===== config.mk =====
export PLATFORM = sky130hd
export DESIGN_NAME = mahp_queue
export DESIGN_NICKNAME = d
export VERILOG_FILES = /design/src/mahp_queue.sv
export SDC_FILE = /design/constraint.sdc
export NUM_CORES = 1
export LEC_CHECK = 0
export BUFFER_PORTS_ARGS = -buffer_cell sky130_fd_sc_hd__buf_4
export CAP_MARGIN = 20
export CORE_MARGIN = 2
export CORE_UTILIZATION = 48
export CTS_CLUSTER_SIZE = 8
export DETAILED_ROUTE_END_ITERATION = 10
export PLACE_DENSITY = 0.81
export SYNTH_ARGS = -nofsm -noshare
export SYNTH_HDL_FRONTEND = slang
export SYNTH_SLANG_ARGS = --single-unit

===== constraint.sdc =====
create_clock -name clk -period 4.1 [get_ports clk]
set_clock_uncertainty 0.05 [all_clocks]
set_input_delay 0.41 -clock clk [delete_from_list [all_inputs] [get_ports clk]]
set_output_delay 0.41 -clock clk [all_outputs]
set_load 0.1 [all_outputs]

===== src/mahp_queue.sv =====
// ----------------------------------------------------------------------------
// mahp_queue
// Two entry job queue between the front and the back.
// ----------------------------------------------------------------------------
module mahp_queue #(
  parameter int W = 58
) (
  input  logic         clk,
  input  logic         rst_n,
  input  logic         push,
  input  logic [W-1:0] wdata,
  output logic         full,
  input  logic         pop,
  output logic [W-1:0] rdata,
  output logic         empty
);

  logic [W-1:0] mem_r [2];
  logic         wptr_r, rptr_r;
  logic [1:0]   cnt_r;
  logic         do_push, do_pop;

  assign full    = cnt_r == 2'd2;
  assign empty   = cnt_r == 2'd0;
  assign do_push = push && !full;
  assign do_pop  = pop && !empty;
  assign rdata   = mem_r[rptr_r];

  always_ff @(posedge clk) begin
    if (!rst_n) begin
      wptr_r <= 1'b0;
      rptr_r <= 1'b0;
      cnt_r  <= 2'd0;
    end else begin
      if (do_push) begin
        wptr_r <= !wptr_r;
      end
      if (do_pop) begin
        rptr_r <= !rptr_r;
      end
      cnt_r <= cnt_r + {1'b0, do_push} - {1'b0, do_pop};
    end
  end

  always_ff @(posedge clk) begin
    if (do_push) begin
      mem_r[wptr_r] <= wdata;
    end
  end

endmodule


==> key figures <==
Run status
  – Outcome: completed

Worst setup path
  – RR Endpoint: mem_r[1][43]
  – R2R cell count: 3
  – Worst r2r src: cnt_r[0]
  – Crit path capture type: output port
  – Critical Path RT: roughly 3600 ps
  – CP Max Fanout: 58
  – Crit path DAT: 2110 ps
  – Worst setup endpoint: rdata[8]
  – R2R setup slack: about 1900 ps
  – Startpoint types: register
  – Critical path type: register to output port

Global routing
  – Global-route wire length before repair: ~11000 um
  – Number of global-route vias before repair: 2218
  – Grt total ovfl: 0
  – Largest net degree at the start of global routing: 59
  – Initial antenna violation count: 0
  – Total global-route track usage: 14.73%

Layout
  – Final-stage net count: 408
  – Filler cell count: approximately 600
  – ANT cells: 0
  – P&R area growth vs syn: 35.77%
  – Layout Cells excl Fill: around 470
  – Share of layout cells above drive strength 1: 59.94%
  – Finished Cell Area: 0.006102 mm^2

Placement
  – GPL Wtd Cong: 0.7552
  – DP HPWL: 4819 um
  – # port buffers: 121
  – Placed Area: 0.005528 mm^2
  – Pre-CTS WS: 1857 ps
  – Dpl cells: 436

Worst hold path
  – Hold Crit Class: input port to register
  – Worst Hold Launch: wdata[34]

Floorplan
  – Die width: approximately 100 um
  – Num rows: 35
  – I/O Pins: roughly 120
  – Core box area: 0.009153 mm^2
  – Initial Util: 49.10%
  – Total die area: 0.01015 mm^2
  – Die Y-Extent: 100.8 um

Clocking
  – CTS tree: done
  – Latest clock arrival within the worst-skew pair: 490 ps
  – Root Driver: clkbuf_8
  – H-tree depth: 4
  – Hold-fix buffers, CTS: 0
  – Resized cells post-CTS: 0
  – Setup Fix Bufs, Post-CTS: 0
  – # clock sinks: 121
  – Clk slew on worst S/H paths: 50 ps
  – Clock tree buffer depth: 2
  – TritonCTS buffer count: 17

Timing
  – Max frequency: 389.6 MHz
  – RSZ-0062 raised after global routing: no
  – Setup WS post-layout: 1533 ps
  – Slew margin rel.: 29.52%
  – Setup TNS: 0 ps
  – Least-Margin Pin Slew: 1057 ps
  – Minimum clock period: 2567 ps
  – Tcrit/Tclk final: a little over three fifths
  – Final setup fails: 0
  – Pins over their slew limit: 0
  – Hold Fails Final Rpt: 0

Synthesis
  – Cells after Synth: 207
  – Post-synthesis sequential area ratio: 79.73%
  – Number of unique standard cell types used by synthesis: 18
  – Synth Warn #: 0
  – Area of the mapped netlist: 0.004494 mm^2
  – Syn Nets: 271
  – Syn Area/Cell: between 20 and 25 um^2
  – Flops & latches, synth: 121

Routing
  – Detailed-router iteration count before antenna repair: 4
  – WL/cell: 15.63 um
  – DRC Markers: 0
  – Vias: 2274
  – Final WL: around 7300 um
  – Initial DRC Count: 76
  – ANT nets after route: 0
  – Vias per inst: 4.859

Flow run
  – Max-Cap Viols: 0
## Yosys cell counts
cell | instances | area, um^2
nand2_1 | 2 | 7.510
nor3_1 | 1 | 5.000
buf_6 | 3 | 33.78
mux2_2 | 38 | 427.9
buf_2 | 3 | 15.01
o21a_1 | 1 | 7.510
xor2_1 | 1 | 8.760
dfxtp_1 | 5 | 100.1
and2_1 | 2 | 12.51
mux2_4 | 20 | 300.3
mux2i_1 | 1 | 10.01
nor2_1 | 5 | 18.77
ha_1 | 2 | 25.02
edfxtp_1 | 116 | 3483
xnor2_1 | 1 | 8.760
and3_1 | 1 | 6.260
inv_1 | 3 | 11.26
nand2b_1 | 2 | 12.51
## layout by cell type (no fill, tap or decap), drive strengths merged
cell type / n
ha: 2
clkinvlp: 4
clkbuf: 18
clkinv: 7
nand2: 2
nor2: 5
xnor2: 1
o21a: 1
dfxtp: 5
mux2: 58
nand2b: 2
and3: 1
nor3: 1
and2: 2
buf: 124
xor2: 1
bufinv: 3
inv: 3
mux2i: 1
edfxtp: 116
## layout make-up
class	instances	area (um^2)	share of cell area (%)
Clock buffer	18	417.9	6.848
Sequential cell	121	3587	58.79
Clock inverter	14	156.4	2.563
Multi-Input combinational cell	77	859.6	14.09
Tap cell	111	138.9	2.276
Inverter	3	11.26	0.1845
Timing Repair Buffer	124	930.9	15.26
## layer usage
| layer | GRT usage [%] | wire, um | part of all wire [%] |
|---|---|---|---|
| met1 | 18.07 | 3023 | 41 |
| met2 | 23.64 | 3803 | 52 |
| met3 | 5.548 | 455 | 6.2 |
| met4 | 6.006 | 35 | 0.48 |
| met5 | 0 | 0 | 0 |
## logic make-up after synthesis
family,share of synthesized area (%)
flops,79.73
mux,16.43
simple gates,1.392
buf+inv,1.336
xor+xnor,0.3898
fa+ha+maj,0.5567
compound gates,0.1671
## worst min path at each step
stage                   endpoint  cells past startpoint  slack, ps
finish              mem_r[0][34]                      1         50
global route        mem_r[0][53]                      1         20
CTS                  mem_r[1][2]                      1         20
detailed placement      register                      2        450
global placement          rptr_r                      2        450
floorplan                 wptr_r                      2        400
## flip-flops by register name, summed over array words and instances, names as in the netlist, named ones only
| register | cells |
|---|---|
| wptr_r | 1 |
| mem_r | 116 |
| rptr_r | 1 |
| cnt_r | 2 |
## critical path: stages (launching register included)
cell     delay [ps]
dfxtp_4         910
mux2_2          430
buf_4           240
## through the flow
step / hold slack [ps] / util (%)
floorplan: 404.9 / -
global placement: 446.0 / 60.40
detailed placement: 454.9 / 60.40
CTS: 22.78 / 66.67
global route: 16.57 / 66.67
finish: 49.30 / 66.67
Power is left out: the tool's default activity adds up to more than one toggle a clock period on the data nets, which glitch-free logic cannot reach.
