### src/mahp_pkg.sv
// ----------------------------------------------------------------------------
// mahp_pkg
// Shared types, register codes and helpers of the moving average high-pass
// filter.
// ----------------------------------------------------------------------------
package mahp_pkg;

  localparam int MAHP_SIZE = 512;

  localparam int CFG_IW = 2;
  localparam int CFG_DW = 17;

  localparam logic [CFG_IW-1:0] CFG_FEED_LEVEL     = 2'd0;
  localparam logic [CFG_IW-1:0] CFG_FEED_MOD_DEPTH = 2'd1;
  localparam logic [CFG_IW-1:0] CFG_WET_MIX        = 2'd2;

  // 180 degrees in Q8.16.
  localparam logic [23:0] WINDOW_NUM = 24'd11796480;
  localparam int          MIN_LEN    = 2;

  typedef struct packed {
    logic signed [15:0] sample_in;
    logic        [23:0] cutoff_step;
    logic signed [15:0] feedback_in;
    logic signed [15:0] feedback_mod;
  } mahp_in_t;

  typedef struct packed {
    logic signed [15:0] mixed_out;
    logic signed [15:0] wet_out;
  } mahp_out_t;

  typedef enum logic [1:0] {
    F_IDLE,
    F_DIV,
    F_PUSH
  } front_state_t;

  typedef enum logic [3:0] {
    B_CLEAR,
    B_IDLE,
    B_WALK,
    B_DIV,
    B_AVG,
    B_INNER,
    B_GLO,
    B_GHI,
    B_FB,
    B_MIXA,
    B_MIXB,
    B_WRITE
  } back_state_t;

  function automatic logic signed [15:0] sat16(input logic signed [47:0] v);
    logic signed [15:0] r;
    if (v > 48'sd32767) begin
      r = 16'sh7fff;
    end else if (v < -48'sd32768) begin
      r = 16'sh8000;
    end else begin
      r = v[15:0];
    end
    return r;
  endfunction

endpackage

### src/mahp_front.sv
// ----------------------------------------------------------------------------
// mahp_front
// Accepts input requests and works out the window length with a
// bit-serial divider, then hands the job to the queue.
// ----------------------------------------------------------------------------
module mahp_front #(
  parameter int SIZE = mahp_pkg::MAHP_SIZE,
  parameter int LW   = $clog2(SIZE + 1),
  parameter int JW   = 48 + LW
) (
  input  logic               clk,
  input  logic               rst_n,
  input  logic               in_push,
  input  mahp_pkg::mahp_in_t in_data,
  output logic               in_full,
  input  logic               clearing,
  output logic               q_push,
  output logic [JW-1:0]      q_data,
  input  logic               q_full
);
  import mahp_pkg::*;

  typedef struct packed {
    logic signed [15:0] sample_in;
    logic signed [15:0] feedback_in;
    logic signed [15:0] feedback_mod;
    logic [LW-1:0]      len;
  } job_t;

  front_state_t state_r, state_nxt;
  mahp_in_t     item_r;
  logic [24:0]  rem_r;
  logic [23:0]  quo_r;
  logic [4:0]   cnt_r;
  logic [24:0]  shifted;
  logic         ge;
  logic [LW-1:0] len;
  job_t         job;

  assign shifted = {rem_r[23:0], quo_r[23]};
  assign ge      = shifted >= {1'b0, item_r.cutoff_step};

  always_comb begin
    if (item_r.cutoff_step == 24'd0) begin
      len = LW'(SIZE - 1);
    end else if (quo_r < 24'(MIN_LEN)) begin
      len = LW'(MIN_LEN);
    end else if (quo_r > 24'(SIZE)) begin
      len = LW'(SIZE - 1);
    end else begin
      len = quo_r[LW-1:0];
    end
  end

  always_comb begin
    job.sample_in    = item_r.sample_in;
    job.feedback_in  = item_r.feedback_in;
    job.feedback_mod = item_r.feedback_mod;
    job.len          = len;
  end
  assign q_data = job;

  always_comb begin
    state_nxt = state_r;
    in_full   = 1'b1;
    q_push    = 1'b0;
    case (state_r)
      F_IDLE: begin
        in_full = clearing;
        if (in_push && !clearing) begin
          state_nxt = F_DIV;
        end
      end
      F_DIV: begin
        if (cnt_r == 5'd23) begin
          state_nxt = F_PUSH;
        end
      end
      F_PUSH: begin
        if (!q_full) begin
          q_push    = 1'b1;
          state_nxt = F_IDLE;
        end
      end
      default: state_nxt = F_IDLE;
    endcase
  end

  always_ff @(posedge clk) begin
    if (!rst_n) begin
      state_r <= F_IDLE;
    end else begin
      state_r <= state_nxt;
    end
  end

  always_ff @(posedge clk) begin
    if (state_r == F_IDLE) begin
      item_r <= in_data;
      rem_r  <= '0;
      quo_r  <= WINDOW_NUM;
      cnt_r  <= '0;
    end else if (state_r == F_DIV) begin
      rem_r <= ge ? shifted - {1'b0, item_r.cutoff_step} : shifted;
      quo_r <= {quo_r[22:0], ge};
      cnt_r <= cnt_r + 5'd1;
    end
  end

endmodule

### config.mk
export PLATFORM = sky130hd
export DESIGN_NAME = mahp_front
export DESIGN_NICKNAME = d
export VERILOG_FILES = /design/src/mahp_pkg.sv /design/src/mahp_front.sv
export SDC_FILE = /design/constraint.sdc
export NUM_CORES = 1
export LEC_CHECK = 0
export BUFFER_PORTS_ARGS = -buffer_cell sky130_fd_sc_hd__clkbuf_2
export CORE_AREA = 2 2 112 114
export DETAILED_ROUTE_END_ITERATION = 16
export DIE_AREA = 0 0 114 116
export GPL_TIMING_DRIVEN = 0
export PLACE_DENSITY = 0.79
export SETUP_SLACK_MARGIN = 0.4
export SYNTH_ARGS = -nofsm -noshare
export SYNTH_HDL_FRONTEND = slang
export SYNTH_SLANG_ARGS = --single-unit
### constraint.sdc
create_clock -name clk -period 7.75 [get_ports clk]
set_input_delay 0.3875 -clock clk [delete_from_list [all_inputs] [get_ports clk]]
set_output_delay 0.3875 -clock clk [all_outputs]
set_load 0.01 [all_outputs]
==> summary.md <==
| Metric | Value |
|---|---|
| Met1 track demand over resource | `30.28%` |
| Yosys warning total | `0` |
| Vias/cell | `5.719` |
| Number of failing setup endpoints in the final timing report | `0` |
| Relative slew slack | `46.28%` |
| Type of element launching the critical path | `flip-flop` |
| H-tree depth reported by CTS | `4` |
| Number of global-route vias before repair | `5,368` |
| Most common library cell in the layout ignoring fill and taps | `sky130_fd_sc_hd__clkbuf_2` |
| CORE AREA | `11,910 um2` |
| Violation count after the first detailed-routing iteration | `434` |
| Horizontal extent of the die | `114 um` |
| Fraction of layout instances using a drive strength above 1 | `29.91%` |
| Growth of design area from synthesis to finish | `23.39%` |
| RSZ-0062 raised after global routing | `no` |
| Post-CTS clock slew at the launch and capture registers of the worst setup and hold paths | `0.05 ns` |
| Worst EP required | `7.36 ns` |
| Kind of path behind the tightest hold check | `in2reg` |
| Total overflow reported by the global router | `0` |
| Antenna Nets Post-Route | `0` |
| Status | `finished, final reports clean` |
| First-pass GRT wire length | `25,600 um` |
| Critical path's slowest cell | `sky130_fd_sc_hd__nor4_1` |
| Final Hold Viols | `0` |
| Total length of routed wires | `15,840 um` |
| Clock tree root buffer cell | `sky130_fd_sc_hd__clkbuf_16` |
| Buffer levels on the longest clock path | `2` |
| Startpoint-to-endpoint class of the critical path | `reg2out` |
| Sequential Power Share | `43.8%` |
| Leakage power of the design | `3.419 nW` |
| Met3 Track Usage GR | `5.962%` |
| Vias after detailed routing | `5,410` |
| Slew at the pin with the worst max-slew slack | `0.7984 ns` |
| GP Congestion | `0.9456` |
| Reported net switching power | `0.0003882 W` |
| Number of storage elements in the synthesis netlist | `127` |
| Maximum cell stage delay along the critical path | `0.72 ns` |
| Initial antenna violation count | `0` |
| Final Skew | `0.01168 ns` |
| Worst path cell trace | `nor4_1, nand4_1, o21ai_0, or2_2, o21bai_1, clkbuf_2` |
| Synthesized area per cell | `10.27 um2` |
| Syn nets | `733` |
| Sequential element share of the synthesized area | `50.45%` |
| Synth cell types | `68` |
| Sw Share | `22.14%` |
| DR pass1 iterations | `5` |
| Proportion of register bits with asynchronous set or reset after synthesis | `0%` |
| Die height | `116 um` |
| Sum of negative setup slack | `0 ns` |
| Number of buffers added to fix hold violations after cts | `0` |
| Most frequent cells in the layout | `sky130_fd_sc_hd__clkbuf_2 (137), sky130_fd_sc_hd__nand2_1 (75), sky130_fd_sc_hd__edfxtp_1 (72), sky130_fd_sc_hd__dfxtp_1 (55), sky130_fd_sc_hd__buf_4 (49)` |
| Slack of the critical path | `4.285 ns` |
| Netlist area before placement | `6467 um2` |
| Largest driver fanout on the critical path | `8` |
| Initial Util | `54.30%` |
| Cell family with the largest share of critical-path delay | `simple AND/OR/NAND/NOR gates` |
| Inserted Diodes | `0` |
| Global router's overall resource usage | `24.87%` |
| Clock tree sinks | `127` |
| Portion of total power attributed to combinational logic | `9.9%` |
| Worst vdd rail ir drop | `0.0001865 V` |
| Half-perimeter wire length after detailed placement | `11,520 um` |
| Flip-flop cell with the highest count after synthesis | `sky130_fd_sc_hd__edfxtp_1` |
| Top Ports | `137` |
| Clock latency reported for the late side of the worst-skew pair | `0.42 ns` |
| Time the worst path needs with I/O delays and setup | `3.465 ns` |
| GRT busiest layer | `met2` |
| Minimum setup slack after placement | `4.825 ns` |
| Final cycle utilization of the critical path | `44.71%` |
| Number of remaining DRC errors | `0` |
| Worst Path Buf+Inv | `1` |
| Design internal power | `0.001366 W` |
| Post-CTS setup-driven buffer insertion count | `0` |
| Number of buffers inserted during clock tree synthesis | `17` |
| Max-slew violation count | `0` |
| Part of the total power dissipated in the clock network | `46.3%` |
| Port bufs | `136` |
| Instance count of the mapped netlist | `630` |
| Clock tree from TritonCTS | `done` |
| Kind of end point of the critical path | `primary output` |
| Number of placement rows | `40` |
| Post-layout utilization of the core | `67.00%` |
| Fmax | `288.6 MHz` |
| Pin count of the biggest net entering global routing | `40` |
| Pwr/cell area | `219.8 nW/um2` |
| Total of cells resized after clock tree synthesis | `0` |
| Number of max-capacitance violations reported | `0` |
| Area of the die | `13,220 um2` |
| Worst path arrival time | `3.08 ns` |
| Number of enable flip-flop cells after synthesis | `72` |
| Met2 layer usage reported by global route | `41.47%` |
| Drt wl/cell | `16.75 um` |
| Number of nets in the layout | `890` |
## power by group through the flow
| stage | Combinational (W) | Sequential (W) | Clock [W] |
|---|---|---|---|
| 2_1_floorplan | 0.000108 | 0.000778 | 0 |
| 3_3_place_gp | 0.000163 | 0.000783 | 0 |
| 3_5_place_dp | 0.000172 | 0.000781 | 0 |
| 4_1_cts | 0.000174 | 0.000768 | 0.000825 |
| 5_1_grt | 0.000190 | 0.000771 | 0.000850 |
| 6_report | 0.000174 | 0.000768 | 0.000811 |
## per-layer routing
layer	share of wire [%]	wire length, um	up-vias
li1	-	-	2582
met1	41	6454	2561
met2	49	7706	224
met3	7.5	1182	43
met4	3.2	500	0
met5	0	0	-
## layout make-up
type | count | area, um2
well taps | 147 | 183.9
inverters | 33 | 123.9
clock buffers | 18 | 429.2
multi-input cells | 392 | 2546
plain buffers | 78 | 541.8
clock inverters | 13 | 171.4
repair buffers | 138 | 720.7
fillers | 893 | 3931
flip-flops and latches | 127 | 3263
## worst paths after layout
| path | to | slack (ns) | startpoint | cells past startpoint |
|---|---|---|---|---|
| worst max register to register | rem_r[6] | 4.85 | item_r[44] | 10 |
| worst min-delay path | q_data[33] | 0.14 | in_data[23] | 1 |
| worst max-delay path | q_data[0] | 4.28 | item_r[50] | 6 |
| worst min register to register | quo_r[22] | 0.48 | quo_r[21] | 2 |
## stage by stage
stage                     total power, W  cells  hold WS [ns]  instance area [um2]
after floorplan                0.0008863    630        0.4455                 6467
after global placement         0.0009461    913        0.4598                 7332
after detailed placement       0.0009529    915        0.4712                 7380
after CTS                       0.001767    946        0.1229                 7980
after global routing            0.001811    946        0.1306                 7980
final                           0.001754    946        0.1419                 7980
## Yosys cell counts (5+ instances only)
library cell / n / area, um2
sky130_fd_sc_hd__nor3_1: 10 / 50.05
sky130_fd_sc_hd__xor2_1: 10 / 87.58
sky130_fd_sc_hd__a41oi_1: 5 / 43.79
sky130_fd_sc_hd__o31ai_1: 5 / 37.54
sky130_fd_sc_hd__o21a_1: 6 / 45.04
sky130_fd_sc_hd__a21o_1: 5 / 37.54
sky130_fd_sc_hd__o21ai_0: 38 / 190.2
sky130_fd_sc_hd__or3_1: 10 / 62.56
sky130_fd_sc_hd__o311ai_0: 13 / 113.9
sky130_fd_sc_hd__and2_1: 9 / 56.30
sky130_fd_sc_hd__xnor2_1: 8 / 70.07
sky130_fd_sc_hd__buf_4: 49 / 367.9
sky130_fd_sc_hd__nand2_1: 75 / 281.5
sky130_fd_sc_hd__clkbuf_8: 5 / 68.82
sky130_fd_sc_hd__nor4_1: 12 / 75.07
sky130_fd_sc_hd__a21oi_1: 26 / 130.1
sky130_fd_sc_hd__nand4_1: 21 / 131.4
sky130_fd_sc_hd__nand3_1: 15 / 75.07
sky130_fd_sc_hd__dfxtp_1: 55 / 1101
sky130_fd_sc_hd__a211oi_1: 6 / 45.04
sky130_fd_sc_hd__edfxtp_1: 72 / 2162
sky130_fd_sc_hd__nor2_1: 20 / 75.07
sky130_fd_sc_hd__inv_1: 33 / 123.9
sky130_fd_sc_hd__clkbuf_1: 19 / 71.32
sky130_fd_sc_hd__nor2b_1: 9 / 56.30
sky130_fd_sc_hd__ha_1: 25 / 312.8
## worst register-to-register path, cell delays in order (launching register included)
cell and delay, ns:
sky130_fd_sc_hd__edfxtp_1 0.35, sky130_fd_sc_hd__inv_1 0.05, sky130_fd_sc_hd__ha_1 0.40, sky130_fd_sc_hd__a21oi_1 0.24, sky130_fd_sc_hd__o21a_1 0.17, sky130_fd_sc_hd__a21boi_0 0.30, sky130_fd_sc_hd__a21oi_2 0.18, sky130_fd_sc_hd__o211ai_1 0.46
sky130_fd_sc_hd__buf_2 0.35, sky130_fd_sc_hd__nand4_1 0.16, sky130_fd_sc_hd__o311ai_0 0.15
## state kept, by name, indices dropped and copies added, names as in the netlist
signal   cells
cnt_r        5
rem_r       24
quo_r       24
q_data      48
item_r      24
state_r      2
## cell families (layout without fill, tap and decap cells)
group,Yosys count,count (layout),synth area share [%]
AND/OR/NAND/NOR,206,206,16.56
multiplexers,3,3,0.4837
flip-flops,127,127,50.45
XOR/XNOR,18,18,2.438
AO/OA/AOI/OAI,139,139,14.63
buffers and inverters,111,280,10.29
adder cells (fa/ha/maj),26,26,5.146
No activity file was read; power rests on OpenSTA's default activity.
